## src/drq_pkg.sv

```systemverilog
// shared types, constants and codes for the deadline reminder queue
`default_nettype none

package drq_pkg;

  localparam int DEPTH       = 16;
  localparam int MAX_RESULTS = 16;
  localparam int ID_W        = 10;
  localparam int STAMP_W     = 40;
  localparam int KIND_W      = 2;
  localparam int CODE_W      = 2;
  localparam int SLOT_W      = (DEPTH > 1) ? $clog2(DEPTH) : 1;
  localparam int CNT_W       = $clog2(DEPTH + 1);
  localparam int RES_W       = $clog2(MAX_RESULTS + 1);

  localparam logic [ID_W-1:0] ID_TOP = ID_W'(999);

  // request kinds, code 3 carries no meaning
  localparam logic [KIND_W-1:0] KIND_INSERT = 2'd0;
  localparam logic [KIND_W-1:0] KIND_DELETE = 2'd1;
  localparam logic [KIND_W-1:0] KIND_TICK   = 2'd2;

  typedef enum logic [1:0] {
    ST_INSERTED = 2'd0,
    ST_DELETED  = 2'd1,
    ST_FAIL     = 2'd2,
    ST_EXPIRED  = 2'd3
  } status_t;

  typedef enum logic [2:0] {
    S_IDLE,
    S_SCAN,
    S_DRAIN,
    S_ACT,
    S_FLUSH
  } state_t;

  typedef struct packed {
    logic [ID_W-1:0]    id;
    logic [STAMP_W-1:0] due;
    logic [STAMP_W-1:0] start;
    logic [CODE_W-1:0]  etype;
    logic [CODE_W-1:0]  prio;
  } entry_t;

  typedef struct packed {
    logic              capture;
    logic              scan_start;
    logic              scan_rd;
    logic [SLOT_W-1:0] scan_addr;
    logic              ins_commit;
    logic              del_commit;
    logic              tick_take;
    logic              tick_flush;
  } cmd_t;

  typedef struct packed {
    logic [KIND_W-1:0] kind;
    logic              best_found;
    logic              pend_valid;
    logic              out_free;
    logic              res_full;
  } sts_t;

endpackage

`default_nettype wire

```

## src/drq_ctrl.sv

```systemverilog
// controller state machine: slot scans and commit sequencing
`default_nettype none

module drq_ctrl import drq_pkg::*; (
  input  wire logic              clk,
  input  wire logic              rst_n,
  input  wire logic              in_valid,
  input  wire logic [KIND_W-1:0] in_kind,
  output logic                   in_stall,
  input  wire sts_t              sts,
  output cmd_t                   cmd
);

  state_t            state_r, state_nxt;
  logic [SLOT_W-1:0] scan_cnt_r, scan_cnt_nxt;
  logic              accept;
  logic              known_kind;
  logic              scan_end;

  assign accept     = in_valid && (state_r == S_IDLE);
  assign known_kind = (in_kind == KIND_INSERT) || (in_kind == KIND_DELETE) ||
                      (in_kind == KIND_TICK);
  assign scan_end   = (scan_cnt_r == SLOT_W'(DEPTH - 1));
  assign in_stall   = (state_r != S_IDLE);

  // next state
  always_comb begin
    state_nxt = state_r;
    unique case (state_r)
      S_IDLE: begin
        if (accept && known_kind) state_nxt = S_SCAN;
      end
      S_SCAN: begin
        if (scan_end) state_nxt = S_DRAIN;
      end
      S_DRAIN: begin
        state_nxt = S_ACT;
      end
      S_ACT: begin
        unique case (sts.kind)
          KIND_INSERT, KIND_DELETE: begin
            if (sts.out_free) state_nxt = S_IDLE;
          end
          KIND_TICK: begin
            if (sts.best_found) begin
              if (!sts.pend_valid || sts.out_free) begin
                state_nxt = sts.res_full ? S_FLUSH : S_SCAN;
              end
            end else begin
              state_nxt = sts.pend_valid ? S_FLUSH : S_IDLE;
            end
          end
          default: state_nxt = S_IDLE;
        endcase
      end
      S_FLUSH: begin
        if (sts.out_free) state_nxt = S_IDLE;
      end
      default: state_nxt = S_IDLE;
    endcase
  end

  // command outputs
  always_comb begin
    cmd           = '0;
    cmd.scan_addr = scan_cnt_r;
    scan_cnt_nxt  = scan_cnt_r;
    unique case (state_r)
      S_IDLE: begin
        if (accept) begin
          cmd.capture    = 1'b1;
          cmd.scan_start = 1'b1;
          scan_cnt_nxt   = '0;
        end
      end
      S_SCAN: begin
        cmd.scan_rd = 1'b1;
        if (!scan_end) scan_cnt_nxt = scan_cnt_r + SLOT_W'(1);
      end
      S_DRAIN: begin
      end
      S_ACT: begin
        unique case (sts.kind)
          KIND_INSERT: cmd.ins_commit = sts.out_free;
          KIND_DELETE: cmd.del_commit = sts.out_free;
          KIND_TICK: begin
            if (sts.best_found && (!sts.pend_valid || sts.out_free)) begin
              cmd.tick_take = 1'b1;
              if (!sts.res_full) begin
                cmd.scan_start = 1'b1;
                scan_cnt_nxt   = '0;
              end
            end
          end
          default: begin
          end
        endcase
      end
      S_FLUSH: begin
        cmd.tick_flush = sts.out_free;
      end
      default: begin
      end
    endcase
  end

  always_ff @(posedge clk) begin
    if (!rst_n) begin
      state_r    <= S_IDLE;
      scan_cnt_r <= '0;
    end else begin
      state_r    <= state_nxt;
      scan_cnt_r <= scan_cnt_nxt;
    end
  end

endmodule

`default_nettype wire

```

## src/drq_datapath.sv

```systemverilog
// datapath: entry memory, slot valid and age cells, best-candidate search, result register
`default_nettype none

module drq_datapath import drq_pkg::*; (
  input  wire logic               clk,
  input  wire logic               rst_n,
  input  wire logic [KIND_W-1:0]  in_kind,
  input  wire logic [STAMP_W-1:0] in_remind_stamp,
  input  wire logic [STAMP_W-1:0] in_start_stamp,
  input  wire logic [CODE_W-1:0]  in_entry_type,
  input  wire logic [CODE_W-1:0]  in_priority_req,
  input  wire logic [ID_W-1:0]    in_target_id,
  input  wire logic [STAMP_W-1:0] in_now_stamp,
  input  wire logic               cfg_wr_en,
  input  wire logic [ID_W-1:0]    cfg_wr_data,
  input  wire cmd_t               cmd,
  output sts_t                    sts,
  output logic                    out_valid,
  input  wire logic               out_stall,
  output logic [1:0]              out_status,
  output logic [ID_W-1:0]         out_entry_id,
  output logic [STAMP_W-1:0]      out_due_stamp,
  output logic [STAMP_W-1:0]      out_begin_stamp,
  output logic [CODE_W-1:0]       out_type,
  output logic [CODE_W-1:0]       out_priority,
  output logic                    out_last
);

  // captured request
  logic [KIND_W-1:0]  req_kind_r;
  logic [STAMP_W-1:0] req_remind_r;
  logic [STAMP_W-1:0] req_start_r;
  logic [CODE_W-1:0]  req_type_r;
  logic [CODE_W-1:0]  req_prio_r;
  logic [ID_W-1:0]    req_tid_r;
  logic [STAMP_W-1:0] req_now_r;

  // slot storage
  entry_t             mem_r [DEPTH];
  entry_t             mem_q_r;
  logic [DEPTH-1:0]   valid_r, valid_nxt;
  logic [SLOT_W-1:0]  age_r [DEPTH];
  logic [SLOT_W-1:0]  age_nxt [DEPTH];
  logic [CNT_W-1:0]   count_r, count_nxt;
  logic [ID_W-1:0]    id_counter_r;
  logic [ID_W-1:0]    new_id;

  // search pipeline
  logic               cand_vld_r;
  logic [SLOT_W-1:0]  cand_idx_r;
  logic               cand_valid;
  logic [SLOT_W-1:0]  cand_age;
  logic               take;
  logic               best_found_r;
  logic [SLOT_W-1:0]  best_idx_r;
  logic [SLOT_W-1:0]  best_age_r;
  entry_t             best_entry_r;

  // expired entry held until the next one is known
  logic               pend_valid_r;
  entry_t             pend_r;
  logic [RES_W-1:0]   res_cnt_r;

  logic               ins_do;
  logic               drop_en;
  entry_t             ins_entry;

  logic               out_valid_r;
  logic               out_load;
  logic               out_free;
  status_t            out_status_r, st_nxt;
  logic [ID_W-1:0]    out_id_r, id_nxt;
  logic [STAMP_W-1:0] out_due_r, due_nxt;
  logic [STAMP_W-1:0] out_begin_r, begin_nxt;
  logic [CODE_W-1:0]  out_type_r, type_nxt;
  logic [CODE_W-1:0]  out_prio_r, prio_nxt;
  logic               out_last_r, last_nxt;

  always_ff @(posedge clk) begin
    if (cmd.capture) begin
      req_kind_r   <= in_kind;
      req_remind_r <= in_remind_stamp;
      req_start_r  <= in_start_stamp;
      req_type_r   <= in_entry_type;
      req_prio_r   <= in_priority_req;
      req_tid_r    <= in_target_id;
      req_now_r    <= in_now_stamp;
    end
  end

  assign new_id  = (id_counter_r >= ID_TOP) ? '0 : id_counter_r + ID_W'(1);
  assign ins_do  = cmd.ins_commit && best_found_r;
  assign drop_en = (cmd.del_commit && best_found_r) || cmd.tick_take;

  always_comb begin
    ins_entry.id    = new_id;
    ins_entry.due   = req_remind_r;
    ins_entry.start = req_start_r;
    ins_entry.etype = req_type_r;
    ins_entry.prio  = req_prio_r;
  end

  // entry memory, one write and one registered read port
  always_ff @(posedge clk) begin
    if (ins_do) mem_r[best_idx_r] <= ins_entry;
  end

  always_ff @(posedge clk) begin
    if (cmd.scan_rd) mem_q_r <= mem_r[cmd.scan_addr];
    cand_idx_r <= cmd.scan_addr;
  end

  // candidate compare against running best
  assign cand_valid = valid_r[cand_idx_r];
  assign cand_age   = age_r[cand_idx_r];

  always_comb begin
    take = 1'b0;
    unique case (req_kind_r)
      KIND_INSERT: take = !cand_valid && !best_found_r;
      KIND_DELETE: take = cand_valid && (mem_q_r.id == req_tid_r) &&
                          (!best_found_r || (cand_age < best_age_r));
      KIND_TICK:   take = cand_valid && (mem_q_r.due < req_now_r) &&
                          (!best_found_r || (mem_q_r.due < best_entry_r.due) ||
                           ((mem_q_r.due == best_entry_r.due) &&
                            (cand_age < best_age_r)));
      default:     take = 1'b0;
    endcase
    take = take && cand_vld_r;
  end

  always_ff @(posedge clk) begin
    if (take) begin
      best_idx_r   <= cand_idx_r;
      best_age_r   <= cand_age;
      best_entry_r <= mem_q_r;
    end
  end

  // slot valid bits and insertion ranks
  always_comb begin
    valid_nxt = valid_r;
    count_nxt = count_r;
    for (int i = 0; i < DEPTH; i++) age_nxt[i] = age_r[i];
    if (ins_do) begin
      valid_nxt[best_idx_r] = 1'b1;
      age_nxt[best_idx_r]   = count_r[SLOT_W-1:0];
      count_nxt             = count_r + CNT_W'(1);
    end
    if (drop_en) begin
      valid_nxt[best_idx_r] = 1'b0;
      count_nxt             = count_r - CNT_W'(1);
      for (int i = 0; i < DEPTH; i++) begin
        if (valid_r[i] && (age_r[i] > best_age_r)) age_nxt[i] = age_r[i] - SLOT_W'(1);
      end
    end
  end

  always_ff @(posedge clk) begin
    for (int i = 0; i < DEPTH; i++) age_r[i] <= age_nxt[i];
    if (cmd.tick_take) pend_r <= best_entry_r;
  end

  // result register
  assign out_free = !out_valid_r || !out_stall;
  assign out_load = cmd.ins_commit || cmd.del_commit || cmd.tick_flush ||
                    (cmd.tick_take && pend_valid_r);

  always_comb begin
    st_nxt    = ST_FAIL;
    id_nxt    = '0;
    due_nxt   = '0;
    begin_nxt = '0;
    type_nxt  = '0;
    prio_nxt  = '0;
    last_nxt  = 1'b1;
    if (cmd.ins_commit) begin
      st_nxt = best_found_r ? ST_INSERTED : ST_FAIL;
      id_nxt = best_found_r ? new_id : '0;
    end else if (cmd.del_commit) begin
      st_nxt = best_found_r ? ST_DELETED : ST_FAIL;
      id_nxt = req_tid_r;
    end else begin
      st_nxt    = ST_EXPIRED;
      id_nxt    = pend_r.id;
      due_nxt   = pend_r.due;
      begin_nxt = pend_r.start;
      type_nxt  = pend_r.etype;
      prio_nxt  = pend_r.prio;
      last_nxt  = cmd.tick_flush;
    end
  end

  always_ff @(posedge clk) begin
    if (out_load) begin
      out_status_r <= st_nxt;
      out_id_r     <= id_nxt;
      out_due_r    <= due_nxt;
      out_begin_r  <= begin_nxt;
      out_type_r   <= type_nxt;
      out_prio_r   <= prio_nxt;
      out_last_r   <= last_nxt;
    end
  end

  // control state
  always_ff @(posedge clk) begin
    if (!rst_n) begin
      valid_r      <= '0;
      count_r      <= '0;
      id_counter_r <= '0;
      cand_vld_r   <= 1'b0;
      best_found_r <= 1'b0;
      pend_valid_r <= 1'b0;
      res_cnt_r    <= '0;
      out_valid_r  <= 1'b0;
    end else begin
      valid_r    <= valid_nxt;
      count_r    <= count_nxt;
      cand_vld_r <= cmd.scan_rd;
      if (cfg_wr_en) id_counter_r <= cfg_wr_data;
      else if (ins_do) id_counter_r <= new_id;
      if (cmd.scan_start) best_found_r <= 1'b0;
      else if (take) best_found_r <= 1'b1;
      if (cmd.capture || cmd.tick_flush) pend_valid_r <= 1'b0;
      else if (cmd.tick_take) pend_valid_r <= 1'b1;
      if (cmd.capture) res_cnt_r <= '0;
      else if (cmd.tick_take) res_cnt_r <= res_cnt_r + RES_W'(1);
      out_valid_r <= out_load || (out_valid_r && out_stall);
    end
  end

  always_comb begin
    sts.kind       = req_kind_r;
    sts.best_found = best_found_r;
    sts.pend_valid = pend_valid_r;
    sts.out_free   = out_free;
    sts.res_full   = (res_cnt_r == RES_W'(MAX_RESULTS - 1));
  end

  assign out_valid       = out_valid_r;
  assign out_status      = out_status_r;
  assign out_entry_id    = out_id_r;
  assign out_due_stamp   = out_due_r;
  assign out_begin_stamp = out_begin_r;
  assign out_type        = out_type_r;
  assign out_priority    = out_prio_r;
  assign out_last        = out_last_r;

endmodule

`default_nettype wire

```

## src/deadline_reminder_queue.sv

```systemverilog
// top level of the deadline reminder queue: controller, datapath and checks
// A table of DEPTH (16) timed entries served one request at a time. An insert
// takes the lowest free slot and answers with the next id (wrapping past 999 to
// 0) or a full status; a delete removes the oldest entry with the given id; a
// tick emits, in stamp order with ties going to the oldest entry, every entry
// whose reminder stamp lies strictly before the tick time, removes it and
// marks the final result with last. Each request is served by scans of the
// slot memory, one slot per cycle through its single read port; a tick rescans
// the table to find each next expired entry, and a stall on the result side
// holds each commit. Writing first_id loads the id counter; the user must do
// this only while no request is in flight, as the block does not enforce it.
`default_nettype none

module deadline_reminder_queue import drq_pkg::*; (
  input  wire logic               clk,
  input  wire logic               rst_n,
  // request channel
  input  wire logic               in_valid,
  output logic                    in_stall,
  input  wire logic [KIND_W-1:0]  in_kind,
  input  wire logic [STAMP_W-1:0] in_remind_stamp,
  input  wire logic [STAMP_W-1:0] in_start_stamp,
  input  wire logic [CODE_W-1:0]  in_entry_type,
  input  wire logic [CODE_W-1:0]  in_priority_req,
  input  wire logic [ID_W-1:0]    in_target_id,
  input  wire logic [STAMP_W-1:0] in_now_stamp,
  // first_id register
  input  wire logic               cfg_wr_en,
  input  wire logic [ID_W-1:0]    cfg_wr_data,
  // result channel
  output logic                    out_valid,
  input  wire logic               out_stall,
  output logic [1:0]              out_status,
  output logic [ID_W-1:0]         out_entry_id,
  output logic [STAMP_W-1:0]      out_due_stamp,
  output logic [STAMP_W-1:0]      out_begin_stamp,
  output logic [CODE_W-1:0]       out_type,
  output logic [CODE_W-1:0]       out_priority,
  output logic                    out_last
);

  cmd_t cmd;
  sts_t sts;

  // sequencer: runs the slot scans and decides when to commit
  drq_ctrl u_ctrl (
    .clk      (clk),
    .rst_n    (rst_n),
    .in_valid (in_valid),
    .in_kind  (in_kind),
    .in_stall (in_stall),
    .sts      (sts),
    .cmd      (cmd)
  );

  // slot memory, rank cells, search registers and the result register
  drq_datapath u_dp (
    .clk             (clk),
    .rst_n           (rst_n),
    .in_kind         (in_kind),
    .in_remind_stamp (in_remind_stamp),
    .in_start_stamp  (in_start_stamp),
    .in_entry_type   (in_entry_type),
    .in_priority_req (in_priority_req),
    .in_target_id    (in_target_id),
    .in_now_stamp    (in_now_stamp),
    .cfg_wr_en       (cfg_wr_en),
    .cfg_wr_data     (cfg_wr_data),
    .cmd             (cmd),
    .sts             (sts),
    .out_valid       (out_valid),
    .out_stall       (out_stall),
    .out_status      (out_status),
    .out_entry_id    (out_entry_id),
    .out_due_stamp   (out_due_stamp),
    .out_begin_stamp (out_begin_stamp),
    .out_type        (out_type),
    .out_priority    (out_priority),
    .out_last        (out_last)
  );

`ifndef SYNTH
  // a request with a real kind keeps the block busy afterwards
  a_busy_after_request: assert property (@(posedge clk) disable iff (!rst_n)
    (in_valid && !in_stall && ((in_kind == KIND_INSERT) || (in_kind == KIND_DELETE) ||
     (in_kind == KIND_TICK))) |=> in_stall)
    else $error("block not busy after accepting a request");

  // capture and the commit commands never overlap
  a_cmd_exclusive: assert property (@(posedge clk) disable iff (!rst_n)
    $onehot0({cmd.capture, cmd.ins_commit, cmd.del_commit, cmd.tick_take,
              cmd.tick_flush}))
    else $error("overlapping datapath commands");

  // memory scans only happen while a request is in flight
  a_scan_busy: assert property (@(posedge clk) disable iff (!rst_n)
    cmd.scan_rd |-> in_stall)
    else $error("slot scan while idle");
`endif

endmodule

`default_nettype wire

```

## config.mk

```make
export PLATFORM = sky130hd
export DESIGN_NAME = deadline_reminder_queue
export DESIGN_NICKNAME = d
export VERILOG_FILES = /design/src/drq_pkg.sv /design/src/drq_ctrl.sv /design/src/drq_datapath.sv /design/src/deadline_reminder_queue.sv
export SDC_FILE = /design/constraint.sdc
export NUM_CORES = 2
export LEC_CHECK = 0
export BUFFER_PORTS_ARGS = -buffer_cell sky130_fd_sc_hd__buf_2
export CAP_MARGIN = 40
export CORE_ASPECT_RATIO = 0.9
export CORE_MARGIN = 5
export CORE_UTILIZATION = 40
export DETAILED_ROUTE_END_ITERATION = 8
export PLACE_DENSITY = 0.54
export SYNTH_ARGS = -nofsm -noshare
export SYNTH_HDL_FRONTEND = slang
export SYNTH_SLANG_ARGS = --single-unit
export TNS_END_PERCENT = 20
```

## constraint.sdc

```tcl
create_clock -name clk -period 8.4 [get_ports clk]
set_input_delay 1.68 -clock clk [delete_from_list [all_inputs] [get_ports clk]]
set_output_delay 1.68 -clock clk [all_outputs]
set_load 0.01 [all_outputs]
```

==> impl_metrics.json <==
{
  "skew_ps": 65.1,
  "period_minus_slack_ps": 4920,
  "p_sw_share_pct": 23.8,
  "required_ps": 8890,
  "area_growth_pct": 15.1,
  "num_vias": 39111,
  "row_count": 158,
  "ir_worst_vdd_mv": 0.196,
  "n_fill_cell": 17177,
  "slew_violations": 0,
  "cts_root_buf": "clkbuf_16",
  "clkPwrFrac_pct": 37.8,
  "slew_headroom_pct": 36.3,
  "route.detailed.drc": 0,
  "clk_latency_ps": 850,
  "totalWireLength_mm": 200,
  "tightest_slew_ps": 956,
  "wl_per_cell_um": 27.8,
  "grt_antenna_before_repair": 10,
  "synth_top_area_share_pct": 73.5,
  "slowest_delay_ps": 700,
  "timing.final.crit_share_pct": 58.6,
  "criticalPathCategory": "reg -> reg",
  "dieWidth_um": 490,
  "regArea_mm2": 0.0632,
  "ys_types": 64,
  "htreeDepth": 4,
  "place_congestion": 0.806,
  "leakage_nw": 30.8,
  "crit_buf_inv": 4,
  "ctsResizeCount": 0,
  "cts_tree": "done",
  "die_h_um": 442,
  "io_buffers": 249,
  "synth-edff-count": 2027,
  "clock_sinks": 2141,
  "nets": 4616,
  "syn-instance-count": 3886,
  "drive_gt1_share_pct": 27.8,
  "die_area_mm2": 0.216,
  "ctsHoldBuffers": 0,
  "post_cts_buffers": 0,
  "drt-pass1-iter-count": 5,
  "grt_use_total_pct": 18.4,
  "p_int_mw": 19.1,
  "p_comb_share_pct": 10.1,
  "yosysWarningCount": 0,
  "io-pin-count": 250,
  "yosysTopAreaCell": "edfxtp_1",
  "synth_flop_cell": "edfxtp_1",
  "cpMaxStageDelayCell": "dfxtp_1",
  "holdCritPathClass": "reg -> reg",
  "coreArea_mm2": 0.206,
  "antenna_left": 0,
  "power_density_mw_per_mm2": 263,
  "ys_seq_area_share_pct": 76.2,
  "first_global_vias": 40342,
  "endpoint_kind": "flop",
  "cts_buffer_depth": 3,
  "start_util_pct": 40.2,
  "ys_async_sr_fraction_pct": 0,
  "grt.overflow.total": 0,
  "fin_util_pct": 46.3,
  "synth_seq_cells": 2141,
  "synth_nets": 4206,
  "finalPower_mw": 25.1,
  "fmax_mhz": 203,
  "dp_hpwl_mm": 118,
  "rsz0062_at_grt": "false",
  "status": "complete, no violations",
  "cpLargestDelayFamily": "buffers and inverters",
  "synth.avg_cell_area_um2": 21.3,
  "grt_first_pass_wirelength_mm": 290,
  "multi_input_area_mm2": 0.0186,
  "seqPwrFrac_pct": 52.1,
  "cts_buffers": 213,
  "grt_max_degree": 123,
  "hold_viol_final": 0,
  "arrival_ps": 5410,
  "clk_pin_slew_worst_paths_ps": 60,
  "holdWs_ps": 371,
  "synthTopCellsByArea": "edfxtp_1 (73%), mux4_2 (13%), dfxtp_1 (2.8%)",
  "finalSetupTns_ps": 0,
  "p_sw_mw": 5.98,
  "worst_setup_path_start_kind": "flop",
  "path_max_fanout": 41,
  "drt_iter0_drc": 3567,
  "drv_cap": 0,
  "synth_area_mm2": 0.0828,
  "crit_chain": "buf_8 > mux4_2 > mux4_2 > ha_1 > a21o_1 > a21oi_1 > o21ai_0 > nor3_1 > nor3_1 > o22ai_4 > buf_4 > buf_4 > buf_16",
  "setup_viol": 0,
  "viasPerCell": 5.43
}
[layout make-up]
| type | instances | area share, % |
|---|---|---|
| Clock inverter | 142 | 1.44 |
| Timing Repair Buffer | 343 | 2.71 |
| Inverter | 140 | 0.640 |
| Tap cell | 2720 | 3.57 |
| Clock buffer | 263 | 5.94 |
| Sequential cell | 2141 | 66.2 |
| Multi-Input combinational cell | 1457 | 19.5 |
| Antenna cell | 3 | 0.00787 |
[synth_stat cells, drive strengths merged, types with 3 or more instances]
| master | count |
|---|---|
| a211oi | 23 |
| a21o | 11 |
| a21oi | 72 |
| a22oi | 3 |
| a31oi | 5 |
| and2 | 93 |
| and3 | 7 |
| buf | 64 |
| clkbuf | 84 |
| clkinv | 15 |
| dfxtp | 114 |
| edfxtp | 2027 |
| ha | 168 |
| inv | 125 |
| mux2 | 36 |
| mux2i | 15 |
| mux4 | 493 |
| nand2 | 96 |
| nand2b | 7 |
| nand3 | 58 |
| nand4 | 32 |
| nor2 | 56 |
| nor2b | 27 |
| nor3 | 29 |
| o2111a | 14 |
| o2111ai | 3 |
| o211ai | 3 |
| o21a | 32 |
| o21ai | 69 |
| o221a | 49 |
| o22ai | 3 |
| or3 | 3 |
| xnor2 | 15 |
| xor2 | 6 |
[metrics by stage]
stage               instances  setup slack [ps]  cell area (um^2)
floorplan                3886              60.6             82800
global placement         6765              2360             87500
detailed placement       6801              3370             88300
CTS                      7206              3440             95400
global route             7207              3190             95400
finish                   7209              3480             95400
[power groups by stage]
stage          clock network (mW)  logic [mW]  registers, mW
6_report                     9.49        2.54           13.1
5_1_grt                      10.2        2.78           13.2
4_1_cts                      9.73        2.63           13.1
3_5_place_dp                    0        2.62           13.3
3_3_place_gp                    0        2.56           13.3
2_1_floorplan                   0        1.82           13.1
[path summary, 6_finish.rpt]
check	from	to	slack [ps]	cells after the start
worst max-delay path	u_dp.cand_idx_r[0]	u_dp.best_entry_r[57]	3480	13
worst min-delay path	u_dp.mem_q_r[41]	u_dp.best_entry_r[41]	370	0
worst max register to register	u_dp.cand_idx_r[0]	u_dp.best_entry_r[57]	3480	13
worst min register to register	u_dp.mem_q_r[41]	u_dp.best_entry_r[41]	370	0
[per-layer routing]
metal / track usage (%) / share of wire [%]
met4: 3.87 / 1.9
met2: 28.2 / 46
met5: 0 / 0.010
met1: 27.7 / 46
met3: 3.44 / 5.7
[worst reg2reg max path, cell delays in order (launching register included)]
cell     delay [ps]
dfxtp_1         700
buf_8           230
mux4_2          500
mux4_2          500
ha_1            310
a21o_1          160
a21oi_1         120
o21ai_0         230
nor3_1          250
nor3_1          110
o22ai_4         200
buf_4           560
buf_4           370
buf_16          300
[registers in the layout, indices dropped and copies added, names as in the netlist, 4 cells and up]
signal,count
u_dp.age_r,64
u_dp.res_cnt_r,5
u_dp.out_begin_stamp,40
u_dp.id_counter_r,10
u_dp.mem_q_r,94
u_dp.mem_r,1504
u_ctrl.scan_cnt_r,4
u_dp.count_r,4
u_dp.out_due_stamp,40
u_dp.best_idx_r,4
u_dp.valid_r,16
u_dp.pend_r,94
u_dp.req_remind_r,40
u_dp.req_now_r,40
u_dp.out_entry_id,10
u_dp.cand_idx_r,4
u_dp.best_entry_r,94
u_dp.req_tid_r,10
u_dp.best_age_r,4
u_dp.req_start_r,40
[layout by cell type (no fill, tap or decap), types with 23 or more instances in the layout]
cell type and count:
o21a_1 32, dfxtp_1 110, clkbuf_16 216, nor2_1 54, nand3_1 58, mux4_2 493
nor3_1 25, nand4_1 32, ha_1 168, clkinv_1 55, a211oi_1 23, buf_2 249
a21oi_1 71, buf_4 55, edfxtp_1 2027, buf_16 23, clkinv_2 46, o21ai_0 68
clkbuf_1 39, nor2b_1 27, inv_1 122, o221a_1 28, nand2_1 96, and2_1 92
[kinds of logic (layout without fill, tap and decap cells)]
| kind of cell | count (synthesis) | after routing | synth area share [%] |
|---|---|---|---|
| simple gates | 417 | 417 | 2.60 |
| compound gates | 306 | 306 | 2.81 |
| fa+ha+maj | 169 | 169 | 2.56 |
| mux | 544 | 544 | 14.2 |
| other cells | 0 | 3 | 0 |
| flops | 2141 | 2141 | 76.2 |
| xor+xnor | 21 | 21 | 0.222 |
| buf+inv | 288 | 888 | 1.40 |
(Power assumes the default switching activity.)
